### src/rtl/vam_pkg.sv
// Shared types and constants of the four-voice allocate-and-mix block.
`default_nettype none

package vam_pkg;

    localparam int VOICES_DEF     = 4;
    localparam int ADDR_BITS_DEF  = 24;
    localparam int IDX_W          = 4;
    localparam int SAMPLE_W       = 16;
    localparam int LEN_W          = 24;
    localparam int ID_W           = 8;
    localparam int OUT_ADDR_W     = 24;
    localparam int PORT_VOICES    = 4;
    localparam int IN_DATA_W      = 120;
    localparam int OUT_DATA_W     = 120;

    localparam int BIAS_U8        = 128;
    localparam int MAX_U8         = 255;
    localparam int MAX_S16        = 32767;
    localparam int MIN_S16        = -32768;

    localparam logic FUNC_START   = 1'b0;
    localparam logic FUNC_MIX     = 1'b1;

    localparam logic CFG_SOURCE_16 = 1'b0;
    localparam logic CFG_DEVICE_16 = 1'b1;

    typedef enum logic [1:0] {
        ST_IDLE,
        ST_SCAN,
        ST_DONE
    } ctrl_state_t;

    typedef struct packed {
        logic             load;
        logic             step;
        logic             finish;
        logic [IDX_W-1:0] idx;
    } vam_cmd_t;

    typedef struct packed {
        logic out_free;
    } vam_status_t;

endpackage

`default_nettype wire

### src/rtl/voice_allocate_and_mix_core.sv
// Top level of the four-voice allocate-and-mix block with voice stealing and clipping.
`default_nettype none

// Channel   Handshake           Contents
// s_*       s_tvalid/s_tready   tuser: func; tdata: sound_id, sound_base, sound_len,
//                               voice0_sample .. voice3_sample
// m_*       m_tvalid/m_tready   tdata: accepted, chosen_voice, mixed_sample,
//                               active_mask, voice0_addr .. voice3_addr
// cfg_*     cfg_we              index 0 source_is_16bit, index 1 device_is_16bit
//
// Each transaction is captured, then stepped voice by voice through the shared accumulator
// and compare unit, then the allocation is committed and the result register loaded.
// Reset clears all voices, the configuration and the control and valid flags, not the data registers.
// A result waits in its register while the next transaction is taken in; the block
// stalls before committing only while that register is still full.

module voice_allocate_and_mix_core #(
    parameter int VOICES    = vam_pkg::VOICES_DEF,
    parameter int ADDR_BITS = vam_pkg::ADDR_BITS_DEF
) (
    input  logic                           clk,
    input  logic                           rst_n,
    input  logic                           cfg_we,
    input  logic                           cfg_index,
    input  logic                           cfg_wdata,
    input  logic                           s_tvalid,
    output logic                           s_tready,
    // sound_id[7:0], sound_base[31:8], sound_len[55:32], voice0_sample[71:56],
    // voice1_sample[87:72], voice2_sample[103:88], voice3_sample[119:104]
    input  logic [vam_pkg::IN_DATA_W-1:0]  s_tdata,
    // func[0]
    input  logic [0:0]                     s_tuser,
    output logic                           m_tvalid,
    input  logic                           m_tready,
    // accepted[0], chosen_voice[2:1], mixed_sample[18:3], active_mask[22:19],
    // voice0_addr[46:23], voice1_addr[70:47], voice2_addr[94:71],
    // voice3_addr[118:95], zero[119]
    output logic [vam_pkg::OUT_DATA_W-1:0] m_tdata
);
    import vam_pkg::*;

    vam_cmd_t    cmd;
    vam_status_t status;

    vam_ctrl #(
        .VOICES (VOICES)
    ) u_ctrl (
        .clk      (clk),
        .rst_n    (rst_n),
        .s_tvalid (s_tvalid),
        .s_tready (s_tready),
        .status   (status),
        .cmd      (cmd)
    );

    vam_datapath #(
        .VOICES    (VOICES),
        .ADDR_BITS (ADDR_BITS)
    ) u_datapath (
        .clk       (clk),
        .rst_n     (rst_n),
        .cfg_we    (cfg_we),
        .cfg_index (cfg_index),
        .cfg_wdata (cfg_wdata),
        .s_tdata   (s_tdata),
        .s_tuser   (s_tuser),
        .m_tvalid  (m_tvalid),
        .m_tready  (m_tready),
        .m_tdata   (m_tdata),
        .cmd       (cmd),
        .status    (status)
    );

endmodule

`default_nettype wire

### src/rtl/vam_ctrl.sv
// Controller state machine that sequences capture, per-voice steps and result write.
`default_nettype none

module vam_ctrl #(
    parameter int VOICES = vam_pkg::VOICES_DEF
) (
    input  logic                clk,
    input  logic                rst_n,
    input  logic                s_tvalid,
    output logic                s_tready,
    input  vam_pkg::vam_status_t status,
    output vam_pkg::vam_cmd_t    cmd
);
    import vam_pkg::*;

    localparam logic [IDX_W-1:0] LAST_IDX = IDX_W'(VOICES - 1);

    ctrl_state_t      state_reg;
    ctrl_state_t      state_next;
    logic [IDX_W-1:0] idx_reg;
    logic [IDX_W-1:0] idx_next;

    always_ff @(posedge clk or negedge rst_n)
    begin
        if (!rst_n)
        begin
            state_reg <= ST_IDLE;
            idx_reg   <= '0;
        end
        else
        begin
            state_reg <= state_next;
            idx_reg   <= idx_next;
        end
    end

    always_comb
    begin
        state_next = state_reg;
        idx_next   = idx_reg;
        s_tready   = 1'b0;
        cmd        = '0;
        cmd.idx    = idx_reg;
        case (state_reg)
            ST_IDLE:
            begin
                s_tready = 1'b1;
                if (s_tvalid)
                begin
                    cmd.load   = 1'b1;
                    idx_next   = '0;
                    state_next = ST_SCAN;
                end
            end
            ST_SCAN:
            begin
                cmd.step = 1'b1;
                if (idx_reg == LAST_IDX)
                begin
                    state_next = ST_DONE;
                end
                else
                begin
                    idx_next = idx_reg + 1'b1;
                end
            end
            ST_DONE:
            begin
                if (status.out_free)
                begin
                    cmd.finish = 1'b1;
                    state_next = ST_IDLE;
                end
            end
            default:
            begin
                state_next = ST_IDLE;
            end
        endcase
    end

endmodule

`default_nettype wire

### src/rtl/vam_datapath.sv
// Datapath: voice state, shared accumulator and compare unit, clipping and result register.
`default_nettype none

module vam_datapath #(
    parameter int VOICES    = vam_pkg::VOICES_DEF,
    parameter int ADDR_BITS = vam_pkg::ADDR_BITS_DEF
) (
    input  logic                              clk,
    input  logic                              rst_n,
    input  logic                              cfg_we,
    input  logic                              cfg_index,
    input  logic                              cfg_wdata,
    input  logic [vam_pkg::IN_DATA_W-1:0]     s_tdata,
    input  logic [0:0]                        s_tuser,
    output logic                              m_tvalid,
    input  logic                              m_tready,
    output logic [vam_pkg::OUT_DATA_W-1:0]    m_tdata,
    input  vam_pkg::vam_cmd_t                 cmd,
    output vam_pkg::vam_status_t              status
);
    import vam_pkg::*;

    localparam int VIW    = (VOICES > 1) ? $clog2(VOICES) : 1;
    localparam int AW     = (ADDR_BITS < OUT_ADDR_W) ? ADDR_BITS : OUT_ADDR_W;
    localparam int ACC_W  = SAMPLE_W + 1 + VIW;
    localparam int WIDE_W = ACC_W + 9;

    // Configuration registers.
    logic source_is_16bit_reg;
    logic device_is_16bit_reg;

    always_ff @(posedge clk or negedge rst_n)
    begin
        if (!rst_n)
        begin
            source_is_16bit_reg <= 1'b0;
            device_is_16bit_reg <= 1'b0;
        end
        else if (cfg_we)
        begin
            if (cfg_index == CFG_SOURCE_16)
            begin
                source_is_16bit_reg <= cfg_wdata;
            end
            if (cfg_index == CFG_DEVICE_16)
            begin
                device_is_16bit_reg <= cfg_wdata;
            end
        end
    end

    // Captured transaction.
    logic                       func_reg;
    logic [ID_W-1:0]            id_reg;
    logic [AW-1:0]              base_reg;
    logic [LEN_W-1:0]           len_reg;
    logic signed [SAMPLE_W-1:0] smp_reg [0:PORT_VOICES-1];

    always_ff @(posedge clk)
    begin
        if (cmd.load)
        begin
            func_reg   <= s_tuser[0];
            id_reg     <= s_tdata[7:0];
            base_reg   <= s_tdata[8 +: AW];
            len_reg    <= s_tdata[55:32];
            smp_reg[0] <= s_tdata[71:56];
            smp_reg[1] <= s_tdata[87:72];
            smp_reg[2] <= s_tdata[103:88];
            smp_reg[3] <= s_tdata[119:104];
        end
    end

    // Voice state.
    logic [ID_W-1:0]  sound_reg  [0:VOICES-1];
    logic [AW-1:0]    vaddr_reg  [0:VOICES-1];
    logic [LEN_W-1:0] played_reg [0:VOICES-1];
    logic [LEN_W-1:0] remain_reg [0:VOICES-1];

    // Selected voice of the current step.
    logic [VIW-1:0]             vi;
    logic [ID_W-1:0]            sound_sel;
    logic [LEN_W-1:0]           played_sel;
    logic                       active_sel;
    logic signed [SAMPLE_W-1:0] raw_sel;
    logic signed [ACC_W-1:0]    s_val;
    logic                       mix_step;

    assign vi         = cmd.idx[VIW-1:0];
    assign sound_sel  = sound_reg[vi];
    assign played_sel = played_reg[vi];
    assign active_sel = (remain_reg[vi] != '0);
    assign mix_step   = cmd.step && (func_reg == FUNC_MIX) && active_sel;

    always_comb
    begin
        raw_sel = smp_reg[cmd.idx[1:0]];
        if (cmd.idx >= IDX_W'(PORT_VOICES))
        begin
            s_val = '0;
        end
        else if (source_is_16bit_reg)
        begin
            s_val = ACC_W'(raw_sel);
        end
        else
        begin
            s_val = ACC_W'($signed({1'b0, raw_sel[7:0]}) - 9'sd128);
        end
    end

    // Accumulator and allocation search.
    logic signed [ACC_W-1:0] acc_reg;
    logic signed [ACC_W-1:0] acc_next;
    logic                    free_found_reg, free_found_next;
    logic [VIW-1:0]          free_idx_reg, free_idx_next;
    logic                    same_found_reg, same_found_next;
    logic [VIW-1:0]          same_idx_reg, same_idx_next;
    logic [LEN_W-1:0]        same_most_reg, same_most_next;
    logic                    any_found_reg, any_found_next;
    logic [VIW-1:0]          any_idx_reg, any_idx_next;
    logic [LEN_W-1:0]        any_most_reg, any_most_next;

    always_comb
    begin
        acc_next        = acc_reg;
        free_found_next = free_found_reg;
        free_idx_next   = free_idx_reg;
        same_found_next = same_found_reg;
        same_idx_next   = same_idx_reg;
        same_most_next  = same_most_reg;
        any_found_next  = any_found_reg;
        any_idx_next    = any_idx_reg;
        any_most_next   = any_most_reg;
        if (cmd.load)
        begin
            acc_next        = '0;
            free_found_next = 1'b0;
            same_found_next = 1'b0;
            same_most_next  = '0;
            any_found_next  = 1'b0;
            any_most_next   = '0;
        end
        else if (cmd.step && (func_reg == FUNC_START))
        begin
            if (!free_found_reg && !active_sel)
            begin
                free_found_next = 1'b1;
                free_idx_next   = vi;
            end
            if ((sound_sel == id_reg) && (played_sel > same_most_reg))
            begin
                same_found_next = 1'b1;
                same_idx_next   = vi;
                same_most_next  = played_sel;
            end
            if (played_sel > any_most_reg)
            begin
                any_found_next = 1'b1;
                any_idx_next   = vi;
                any_most_next  = played_sel;
            end
        end
        else if (mix_step)
        begin
            acc_next = acc_reg + s_val;
        end
    end

    always_ff @(posedge clk or negedge rst_n)
    begin
        if (!rst_n)
        begin
            free_found_reg <= 1'b0;
            same_found_reg <= 1'b0;
            any_found_reg  <= 1'b0;
        end
        else
        begin
            free_found_reg <= free_found_next;
            same_found_reg <= same_found_next;
            any_found_reg  <= any_found_next;
        end
    end

    always_ff @(posedge clk)
    begin
        acc_reg       <= acc_next;
        free_idx_reg  <= free_idx_next;
        same_idx_reg  <= same_idx_next;
        same_most_reg <= same_most_next;
        any_idx_reg   <= any_idx_next;
        any_most_reg  <= any_most_next;
    end

    // Allocation decision.
    logic             start_ok;
    logic [IDX_W-1:0] pick_idx;

    always_comb
    begin
        start_ok = (func_reg == FUNC_START) &&
                   (free_found_reg || same_found_reg || any_found_reg);
        if (free_found_reg)
        begin
            pick_idx = IDX_W'(free_idx_reg);
        end
        else if (same_found_reg)
        begin
            pick_idx = IDX_W'(same_idx_reg);
        end
        else
        begin
            pick_idx = IDX_W'(any_idx_reg);
        end
    end

    // Per-voice state update.
    for (genvar v = 0; v < VOICES; v++)
    begin : g_voice
        logic             sel;
        logic             commit;
        logic [ID_W-1:0]  sound_next;
        logic [AW-1:0]    vaddr_next;
        logic [LEN_W-1:0] played_next;
        logic [LEN_W-1:0] remain_next;

        assign sel    = (cmd.idx == IDX_W'(v));
        assign commit = cmd.finish && start_ok && (pick_idx == IDX_W'(v));

        always_comb
        begin
            sound_next  = sound_reg[v];
            vaddr_next  = vaddr_reg[v];
            played_next = played_reg[v];
            remain_next = remain_reg[v];
            if (commit)
            begin
                sound_next  = id_reg;
                vaddr_next  = base_reg;
                played_next = '0;
                remain_next = len_reg;
            end
            else if (mix_step && sel)
            begin
                vaddr_next  = vaddr_reg[v] + 1'b1;
                played_next = played_reg[v] + 1'b1;
                remain_next = remain_reg[v] - 1'b1;
            end
        end

        always_ff @(posedge clk or negedge rst_n)
        begin
            if (!rst_n)
            begin
                sound_reg[v]  <= '0;
                vaddr_reg[v]  <= '0;
                played_reg[v] <= '0;
                remain_reg[v] <= '0;
            end
            else
            begin
                sound_reg[v]  <= sound_next;
                vaddr_reg[v]  <= vaddr_next;
                played_reg[v] <= played_next;
                remain_reg[v] <= remain_next;
            end
        end
    end

    // Reported voices, with the voice being started taken into account.
    logic [PORT_VOICES-1:0]                 out_mask;
    logic [PORT_VOICES-1:0][OUT_ADDR_W-1:0] out_addr;

    for (genvar p = 0; p < PORT_VOICES; p++)
    begin : g_report
        if (p < VOICES)
        begin : g_live
            logic hit;
            assign hit         = start_ok && (pick_idx == IDX_W'(p));
            assign out_mask[p] = hit ? (len_reg != '0) : (remain_reg[p] != '0);
            assign out_addr[p] = OUT_ADDR_W'(hit ? base_reg : vaddr_reg[p]);
        end
        else
        begin : g_absent
            assign out_mask[p] = 1'b0;
            assign out_addr[p] = '0;
        end
    end

    // Clipping to the device format.
    logic signed [WIDE_W-1:0]   acc_wide;
    logic signed [WIDE_W-1:0]   scaled;
    logic signed [WIDE_W-1:0]   lo;
    logic signed [WIDE_W-1:0]   hi;
    logic signed [SAMPLE_W-1:0] mixed;

    always_comb
    begin
        acc_wide = WIDE_W'(acc_reg);
        if (!device_is_16bit_reg)
        begin
            scaled = acc_wide + WIDE_W'(BIAS_U8);
            lo     = '0;
            hi     = WIDE_W'(MAX_U8);
        end
        else
        begin
            scaled = source_is_16bit_reg ? acc_wide : (acc_wide <<< 8);
            lo     = WIDE_W'(MIN_S16);
            hi     = WIDE_W'(MAX_S16);
        end
        if (func_reg == FUNC_START)
        begin
            mixed = '0;
        end
        else if (scaled < lo)
        begin
            mixed = lo[SAMPLE_W-1:0];
        end
        else if (scaled > hi)
        begin
            mixed = hi[SAMPLE_W-1:0];
        end
        else
        begin
            mixed = scaled[SAMPLE_W-1:0];
        end
    end

    // Result register.
    logic                  out_valid_reg;
    logic                  out_valid_next;
    logic [OUT_DATA_W-1:0] out_data_reg;
    logic [1:0]            chosen;

    assign chosen          = start_ok ? pick_idx[1:0] : 2'b00;
    assign status.out_free = !out_valid_reg || m_tready;

    always_comb
    begin
        out_valid_next = out_valid_reg;
        if (cmd.finish)
        begin
            out_valid_next = 1'b1;
        end
        else if (m_tready)
        begin
            out_valid_next = 1'b0;
        end
    end

    always_ff @(posedge clk or negedge rst_n)
    begin
        if (!rst_n)
        begin
            out_valid_reg <= 1'b0;
        end
        else
        begin
            out_valid_reg <= out_valid_next;
        end
    end

    always_ff @(posedge clk)
    begin
        if (cmd.finish)
        begin
            out_data_reg <= {1'b0, out_addr, out_mask, mixed, chosen, start_ok};
        end
    end

    assign m_tvalid = out_valid_reg;
    assign m_tdata  = out_data_reg;

endmodule

`default_nettype wire

### config.mk
export PLATFORM = sky130hd
export DESIGN_NAME = voice_allocate_and_mix_core
export DESIGN_NICKNAME = d
export VERILOG_FILES = /design/src/rtl/vam_pkg.sv /design/src/rtl/voice_allocate_and_mix_core.sv /design/src/rtl/vam_ctrl.sv /design/src/rtl/vam_datapath.sv
export SDC_FILE = /design/constraint.sdc
export NUM_CORES = 1
export LEC_CHECK = 0
export BUFFER_PORTS_ARGS = -buffer_cell sky130_fd_sc_hd__buf_2
export CAP_MARGIN = 30
export CELL_PAD_IN_SITES_DETAIL_PLACEMENT = 1
export CELL_PAD_IN_SITES_GLOBAL_PLACEMENT = 2
export CORE_MARGIN = 10
export CORE_UTILIZATION = 40
export DETAILED_ROUTE_END_ITERATION = 7
export PLACE_DENSITY_LB_ADDON = 0.08
export SETUP_SLACK_MARGIN = 0.05
export SLEW_MARGIN = 20
export SYNTH_ARGS = -nofsm -noshare
export SYNTH_HDL_FRONTEND = slang
export SYNTH_HIERARCHICAL = 1
export SYNTH_SLANG_ARGS = --single-unit
### constraint.sdc
create_clock -name clk -period 9.5 [get_ports clk]
set_clock_uncertainty 0.1 [all_clocks]
set_input_delay 1.425 -clock clk [delete_from_list [all_inputs] [get_ports clk]]
set_output_delay 1.425 -clock clk [all_outputs]
set_load 0.03 [all_outputs]
== Yosys cells after proc, flatten, opt, wreduce, memory -nomap -nowiden ==
Memory sizes are Yosys's and may differ from the RTL's.
Index checks and enable logic that the tools add are counted.

* Register bits after elaboration: 581
* RAM bits: 64
* Input bits: 128
* Output and inout port bits: 122
* Word-level logic and storage cells: 212
* Memories: 1

{| class="wikitable"
|+ Memories
! name !! words !! width !! rd ports !! clocked after memory_dff !! wr ports !! line !! RTL
|-
| u_datapath.smp_reg || 4 || 16 || 1 || 0 || 4 || vam_datapath.sv:57 || <nowiki>logic signed [SAMPLE_W-1:0] smp_reg [0:PORT_VOICES-1];</nowiki>
|}

* Add/subtract/negate cells: 16
* Order comparisons: 6
* Equal/unequal tests: 13
* Muxes and demuxes: 77
* Bitwise logic cells: 5
* Reductions and logical operators: 57

{| class="wikitable"
|+ Operator list
! cell !! count
|-
| 2-to-1 mux 24 bit || 32
|-
| adder 24 x 1 -> 24 bit (second input constant) || 8
|-
| nonzero test 24 bit || 6
|-
| binary-select mux 24 bit (select 2 bit) || 2
|-
| subtractor 24 x 1 -> 24 bit (second input constant) || 4
|-
| 2-to-1 mux 28 bit || 2
|-
| > comparator 24 bit || 2
|-
| 2-to-1 mux 19 bit || 2
|-
| 2-to-1 mux 16 bit || 2
|-
| > comparator 28 x 16 -> 1 bit || 1
|-
| < comparator 28 bit || 1
|-
| 2-to-1 mux 26 bit || 1
|-
| 2-to-1 mux 1 bit || 23
|-
| adder 19 x 9 -> 20 bit (second input constant) || 1
|-
| nonzero test 2 bit || 10
|-
| adder 19 bit || 1
|-
| logical AND 1 bit || 19
|-
| binary-select mux 8 bit (select 2 bit) || 1
|-
| equality test 4 x 2 -> 1 bit (second input constant) || 4
|-
| 2-to-1 mux 8 bit || 2
|-
| AND reduction 2 bit || 8
|-
| 2-to-1 mux 15 bit || 1
|-
| AND reduction 3 bit || 5
|-
| 2-to-1 mux 4 bit || 3
|-
| 19 further kinds || 33
|}

== Logic depth before layout (Yosys ltp) ==
Gate-level depths: netlist (run 1).

* Depth after elaboration: 10
* Gate-level depth with buffers: 20
* Mapped depth without buffers: 15

== Modules after synthesis ==
Netlist (run 1), hierarchy kept.

{| class="wikitable"
|+ By module, submodules not included
! module !! times used !! cells each !! area an instance (um^2) !! sequential area each (um^2)
|-
| vam_datapath || 1 || 2998 || 31889.3 || 16886.2
|-
| vam_ctrl || 1 || 37 || 339.1 || 150.1
|}

== Worst setup path before layout (run 1) ==
OpenSTA, ideal clock, no wires.

* Kind: input -> register
* Start point: input port m_tready
* End point: register u_datapath/played_reg[68] (netlist bit)
* Setup time: 132 ps
* Data arrival time: 8993 ps
* Required time: 9268 ps
* Slack: 276 ps
* Cell stages on the path: 10
* Buffers on the path: 0
* Cell sequence: nand2b_1 -> nand2_1 -> nor2_1 -> inv_1 -> nor3_1 -> nor2_1 -> nor4_1 -> nand4_1 -> xnor2_1 -> nor2_1

{| class="wikitable"
|+ RTL lines
! item !! line !! RTL
|-
| start, declared || voice_allocate_and_mix_core.sv:34 || <nowiki>input logic m_tready,</nowiki>
|-
| end signal, assigned by index || vam_datapath.sv:265 || <nowiki>played_reg[v] <= played_next;</nowiki>
|-
| end, declared || vam_datapath.sv:77 || <nowiki>logic [LEN_W-1:0] played_reg [0:VOICES-1];</nowiki>
|}

== Worst setup path in the final report (run 1) ==
* Start point: register u_ctrl.idx_reg[0]
* End point: register u_datapath.any_most_reg[9]

* Word-level cells in the longest chain between the ends: 6

{| class="wikitable"
|+ Ends and longest elaborated chain
! item !! line !! RTL
|-
| start, declared || vam_ctrl.sv:20 || <nowiki>logic [IDX_W-1:0] idx_reg;</nowiki>
|-
| start signal, assigned || vam_ctrl.sv:33 || <nowiki>idx_reg <= idx_next;</nowiki>
|-
| inverter 2 -> 3 bit (not written as such) || vam_datapath.sv:91 || <nowiki>assign played_sel = played_reg[vi];</nowiki>
|-
| binary-select mux 24 bit (select 2 bit) || vam_datapath.sv:91 ||
|-
| 2-to-1 mux 24 bit (not written as such) (2 in a row) || vam_datapath.sv:91 ||
|-
| named net u_datapath.played_sel[1] || vam_datapath.sv:83 || <nowiki>logic [LEN_W-1:0] played_sel;</nowiki>
|-
| > comparator 24 bit || vam_datapath.sv:157 || <nowiki>if (played_sel > any_most_reg)</nowiki>
|-
| AND reduction 2 bit (no source line) || n/a ||
|-
| end signal, assigned || vam_datapath.sv:193 || <nowiki>any_most_reg <= any_most_next;</nowiki>
|-
| end, declared || vam_datapath.sv:122 || <nowiki>logic [LEN_W-1:0] any_most_reg, any_most_next;</nowiki>
|}

The timed path passes the listed nets, and every way through them passes these cells. The select of a mux whose other input is x is not followed.
A chain may end at the register's enable or synchronous reset.

==> impl_metrics.ini, run 1 <==
[clock_tree]
cts_num_sinks = 645
root_buffer = clkbuf_16
cts.htree.levels = 3
clkLatencyLatePin_ns = 0.63
cts_buffers = 77
cts_buffer_depth = 3
cts_tree = yes
clkTransAtPathRegs_ns = 0.06
hold_buffers = 0
cts_setup_buffers = 0
cts_resized = 0

[global_routing]
grt_pass1_wl_um = 162000
grt_remaining_overflow = 0
grt_pass1_vias = 26672
track_usage = 0.222
grt_max_degree = 94
grt_antenna_before_repair = 1

[detailed_routing]
wl_met3_um = 4390
num_vias = 24780
wl_per_cell_um = 24.0
drc_errors = 0
vias_per_cell = 5.64
finalWirelength_um = 105000
first_pass_iters = 5
met1_length_um = 45600
antenna_left = 0
wl_met2_um = 52100
top_layer = met5
drt-initial-drc-count = 1528

[status]
status = finished, final reports clean

[pwr]
total_power_uw = 11800
powerDensity_nw_per_um2 = 317
power.switching_uw = 4500
power_leakage_uw = 0.0142
worst_ir_drop_vdd_mv = 0.143
p_clk_frac = 0.263
combPwrFrac = 0.348
p_int_uw = 7300
p_seq_frac = 0.388
power_switching_share = 0.381

[logic_synthesis]
ys.flop_type = dfrtp_1
synth-async-reset-ratio = 0.515
ys_types = 97
synth.cell_area_um2 = 32200
ys_ff_latch = 645
ys_seq_area_frac = 0.529
synth.avg_cell_area_um2 = 10.6
synth-edff-count = 246
synth_nets = 3246
yosysWarnings = 6
syn_inst = 3035

[finish]
final_nets = 3477
multi_input_area_um2 = 14300
largest_register_ffs = 119
fin_cells = 4391
antennaDiodeCount = 0
fill_cells = 8805
seq_area_um2 = 17000
post-route-util = 0.465
drive_above_1_share = 0.188
area_delta_synth_final_pct = 15.6

[placed_design]
placed_cells = 4243
gp_congestion = 0.830
dp_hpwl_um = 74000
port_buffers = 248

[hold_path]
hold_path.class = flop to flop

[sta]
setup_viol = 0
fin_crit_sh = 0.521
timing.final.crit_period_ns = 4.95
fin_tns_setup_ns = 0
grt_setup_unrepaired = false
max_slew.worst_pin.slew_ns = 0.971
slew_viol_final = 0
max_freq_mhz = 202
worst_slew_margin_rel = 0.350
finalHoldViolations = 0

[floorplanning]
io_pins = 250
die-area_um2 = 92300
coreArea_um2 = 80200
die_height_um = 304
die_x_um = 304
rows = 104
start_util = 0.402

[worst_setup_path]
critical_path_required_ns = 9.87
startpoint_type = flop
crit_fanout = 36
end_kind = flop
criticalPathCategory = flop to flop
arrival_ns = 5.32

[run]
max_cap_viol_count = 0
==> Yosys cell counts, drive strengths merged (13+ instances only) <==
| cell | number | area [µm²] |
|---|---|---|
| a211oi | 16 | 120 |
| a21o | 21 | 158 |
| a21oi | 120 | 604 |
| and2 | 21 | 131 |
| and3 | 41 | 257 |
| buf | 52 | 302 |
| clkbuf | 84 | 315 |
| dfrtp | 332 | 8310 |
| dfxtp | 67 | 1340 |
| edfxtp | 246 | 7390 |
| ha | 82 | 1030 |
| inv | 98 | 368 |
| mux2 | 96 | 1080 |
| mux2i | 70 | 701 |
| mux4 | 47 | 1060 |
| nand2 | 406 | 1560 |
| nand2b | 14 | 87.6 |
| nand3 | 117 | 596 |
| nand4 | 45 | 309 |
| nor2 | 313 | 1180 |
| nor3 | 67 | 367 |
| nor4 | 33 | 255 |
| o21ai | 206 | 1040 |
| o22ai | 14 | 87.6 |
| or2 | 13 | 83.8 |
| or3 | 47 | 305 |
| xnor2 | 81 | 709 |
| xor2 | 113 | 990 |
==> stage by stage <==
stage | area (µm²) | hold WS [ns] | setup WS, ns
6_report | 37200 | 0.376 | 4.55
3_5_place_dp | 34500 | 0.363 | 4.45
5_1_grt | 37200 | 0.406 | 4.13
3_3_place_gp | 34500 | 0.347 | 4.50
4_1_cts | 37200 | 0.377 | 4.45
2_1_floorplan | 32200 | 0.330 | 0.276
==> path summary, 6_finish.rpt <==
path,from,to,slack [ns],cells past startpoint
max in group asynchronous,rst_n,u_datapath/vaddr_reg[41],6.73,4
max,u_ctrl/idx_reg[0],u_datapath/any_most_reg[9],4.55,13
min,u_datapath/sound_reg[31],u_datapath/sound_reg[31],0.38,2
min reg2reg,u_datapath/sound_reg[31],u_datapath/sound_reg[31],0.38,2
min in group asynchronous,rst_n,u_datapath/played_reg[87],0.72,1
max reg2reg,u_ctrl/idx_reg[0],u_datapath/any_most_reg[9],4.55,13
==> layer usage <==
metal,GRT usage,up-vias
met4,0.0702,2
met1,0.286,12755
met3,0.0343,172
li1,-,11329
met2,0.380,522
met5,0,-
==> layout by cell type (no fill, tap or decap), types with 98 or more instances in the layout <==
| master | netlist | final |
|---|---|---|
| nand2_1 | 400 | 400 |
| o21ai_0 | 193 | 192 |
| a21oi_1 | 119 | 119 |
| buf_2 | 25 | 247 |
| inv_1 | 98 | 98 |
| nand3_1 | 115 | 115 |
| edfxtp_1 | 246 | 246 |
| nor2_1 | 309 | 306 |
| dfrtp_1 | 332 | 330 |
| xor2_1 | 113 | 113 |
==> kinds of logic (layout without fill, tap and decap cells) <==
logic type | after synthesis | after routing | synth area share
AO/OA/AOI/OAI | 495 | 495 | 0.0945
XOR/XNOR | 194 | 194 | 0.0527
adder cells (fa/ha/maj) | 83 | 83 | 0.0325
buffers and inverters | 234 | 530 | 0.0306
flip-flops | 645 | 645 | 0.529
multiplexers | 213 | 213 | 0.0881
other | 1 | 1 | 0.000116
AND/OR/NAND/NOR | 1170 | 1170 | 0.173
==> cell type report <==
cell class | instances | area share
sequential | 645 | 0.458
multi-input combinational | 2156 | 0.383
tap | 1060 | 0.0356
clock buffer | 107 | 0.0572
inverter | 98 | 0.00988
timing repair buffer | 288 | 0.0430
clock inverter | 37 | 0.0139
==> power by group through the flow <==
| stage | registers, µW | clock network (µW) | logic (µW) |
|---|---|---|---|
| global placement | 4580 | 0 | 3960 |
| global route | 4690 | 3300 | 4590 |
| CTS | 4580 | 3190 | 4140 |
| detailed placement | 4620 | 0 | 4100 |
| finish | 4580 | 3110 | 4110 |
| floorplan | 4310 | 0 | 3050 |
==> worst max-delay path, stage by stage (launching register included) <==
cell and delay, ns:
dfrtp_4 0.85, buf_4 0.58, mux4_2 0.64, ha_1 0.33, nor2b_1 0.14, o21a_1 0.12
o21ai_0 0.08, a21oi_1 0.21, o31a_1 0.18, o21a_1 0.17, o31a_1 0.59, buf_4 0.44
mux2i_1 0.25, nor2_1 0.06
No activity file was read; power rests on OpenSTA's default activity.
==> run 2: changes to the inputs <==
CORE_UTILIZATION = 36   (was 40)
clock period = 4.05 ns   (was 9.5 ns; I/O delays follow)
==> run 2 against run 1 <==
Compared with the run above:
- clock-buffer cell count is 4 higher
- clock power is 130% higher
- setup slack worse by 4.3 ns
- via count is 0.11% higher
- combinational power grew to 2.6 times the previous value
- final area is 2.9% higher
- register-to-register slack worse by 4.3 ns
- die area is 10% higher
- critical path type unchanged
==> impl_metrics.ini, run 2 (same netlist as run 1, synthesis figures left out) <==
[worst_setup_path]
cpLargestDelayFamily = compound AO/OA/AOI/OAI gates
end_kind = flop
cpMaxStageDelayCell = mux4_2
startpoint_type = flop
cp_num_cells = 15
arrival_ns = 4.25
critPathMaxStageDelay_ns = 0.56
crit_fanout = 14
critical_path_required_ns = 4.46
critPathBufInv = 4
crit_chain = buf_6, buf_16, mux4_2, buf_4, ha_1, nor2b_1, o21a_1, o21ai_0, a21oi_1, o31a_1, o21a_1, o31a_4, buf_12, mux2i_1, nor2_1
criticalPathCategory = flop to flop
cpMostUsedCell = o21a_1
reg2regPathDepth = 15

[status]
status = finished, final reports clean

[pwr]
power_switching_share = 0.381
worst_ir_drop_vdd_mv = 0.349
powerDensity_nw_per_um2 = 735
combPwrFrac = 0.373
power_leakage_uw = 0.0147
p_clk_frac = 0.251
power.switching_uw = 10700
p_seq_frac = 0.376
p_int_uw = 17400

[detailed_routing]
first_pass_iters = 5
vias_per_cell = 5.42
wl_per_cell_um = 23.3
antenna_left = 0
drc_errors = 0
drt-initial-drc-count = 1522
wl_met3_um = 4020
top_layer = met4
met1_length_um = 49100
wl_met2_um = 51400
num_vias = 24807
finalWirelength_um = 107000

[global_routing]
grt_pass1_wl_um = 164000
grt_antenna_before_repair = 0
track_usage = 0.205
grt_pass1_vias = 26455
grt_max_degree = 125
grt_remaining_overflow = 0

[floorplanning]
die_height_um = 319
die-area_um2 = 102000
die_x_um = 319
rows = 109
io_pins = 250
start_util = 0.364
coreArea_um2 = 88600

[sta]
max_freq_mhz = 261
setup_viol = 0
finalHoldViolations = 0
slew_viol_final = 0
worst_hold_slack_ns = 0.0441
worst_slew_margin_rel = 0.384
setup_slack_ns = 0.215
max_slew.worst_pin.slew_ns = 0.923
fin_crit_sh = 0.947
timing.final.crit_period_ns = 3.84
grt_setup_unrepaired = false

[finish]
fin_cells = 4580
final_nets = 3561
layout_common_cells = nand2_1 (398), dfrtp_1 (330), nor2_1 (305)
post-route-util = 0.432
largest_register_ffs = 119
layout_commonest_cell = nand2_1
fin_area_um2 = 38300
area_delta_synth_final_pct = 19.0
drive_above_1_share = 0.207

[placed_design]
gp_congestion = 0.822
dp_hpwl_um = 75100
port_buffers = 248
placed_area_um2 = 35200
placed_cells = 4391
dp_slack_ns = -0.0322

[hold_path]
hold_path.class = input port to flop
whs_path_depth = 1

[clock_tree]
clkLatencyLatePin_ns = 0.65
root_buffer = clkbuf_16
cts_num_sinks = 645
cts_buffers = 79
cts_tree = yes
cts_buffer_depth = 3
clkTransAtPathRegs_ns = 0.06
cts.htree.levels = 3

[run]
max_cap_viol_count = 0
## run 2: cell types whose count changed in the layout (fill, tap and decap cells not counted), moves of 5 or more
cell,before,now
a21oi_2,1,6
o21ai_0,192,186
buf_4,36,72
dlygate4sd3_1,0,25
buf_12,1,13
clkinv_2,9,17
clkbuf_16,77,83
o21ai_1,12,18
a21oi_1,119,114
## run 2: worst paths after layout
| check | start | endpoint | slack, ns |
|---|---|---|---|
| max reg2reg | u_ctrl/idx_reg[0] | u_datapath/any_most_reg[13] | 0.21 |
| max in group asynchronous | rst_n | u_datapath/played_reg[88] | 2.21 |
| max | u_ctrl/idx_reg[0] | u_datapath/any_most_reg[13] | 0.21 |
| min reg2reg | u_datapath/sound_reg[2] | u_datapath/sound_reg[2] | 0.37 |
| min | s_tdata[30] | u_datapath/base_reg[22] | 0.04 |
| min in group asynchronous | rst_n | u_datapath/vaddr_reg[9] | 0.49 |
## run 2: power groups by stage
stage	logic [µW]	clock network [µW]	registers [µW]
2_1_floorplan	7280	0	10100
3_3_place_gp	9910	0	10600
3_5_place_dp	10200	0	10700
4_1_cts	10400	7310	10600
5_1_grt	11700	7590	10800
6_report	10500	7080	10600
## run 2: stage by stage
step,setup TNS (ns),total power [µW]
5_1_grt,0,30100
3_3_place_gp,0,20500
3_5_place_dp,-0.105,20900
4_1_cts,0,28300
6_report,0,28200
2_1_floorplan,-16.15,17300
## run 2: cell type report
class	count	area, µm²
fill	9738	50300
sequential	645	17000
multi-input combinational	2156	14400
timing repair buffer	370	2490
clock buffer	111	2210
tap	1165	1460
inverter	98	368
clock inverter	34	345
antenna	1	2.50
## run 2: per-layer routing
layer | global-route usage | vias to the layer above
met2 | 0.343 | 435
li1 | - | 11488
met1 | 0.276 | 12739
met4 | 0.0495 | 0
met3 | 0.0326 | 145
met5 | 0 | -
## run 2: repair_timing
item | 4_1_cts | 5_1_grt
hold endpoints to repair | 71 | 0
pin swaps | 0 | 3
buffers inserted | 0 | 11
gates cloned | 1 | 3
endpoints found under the setup margin | 26 | 43
gates resized for setup | 4 | 14
hold buffers | 25 | 0
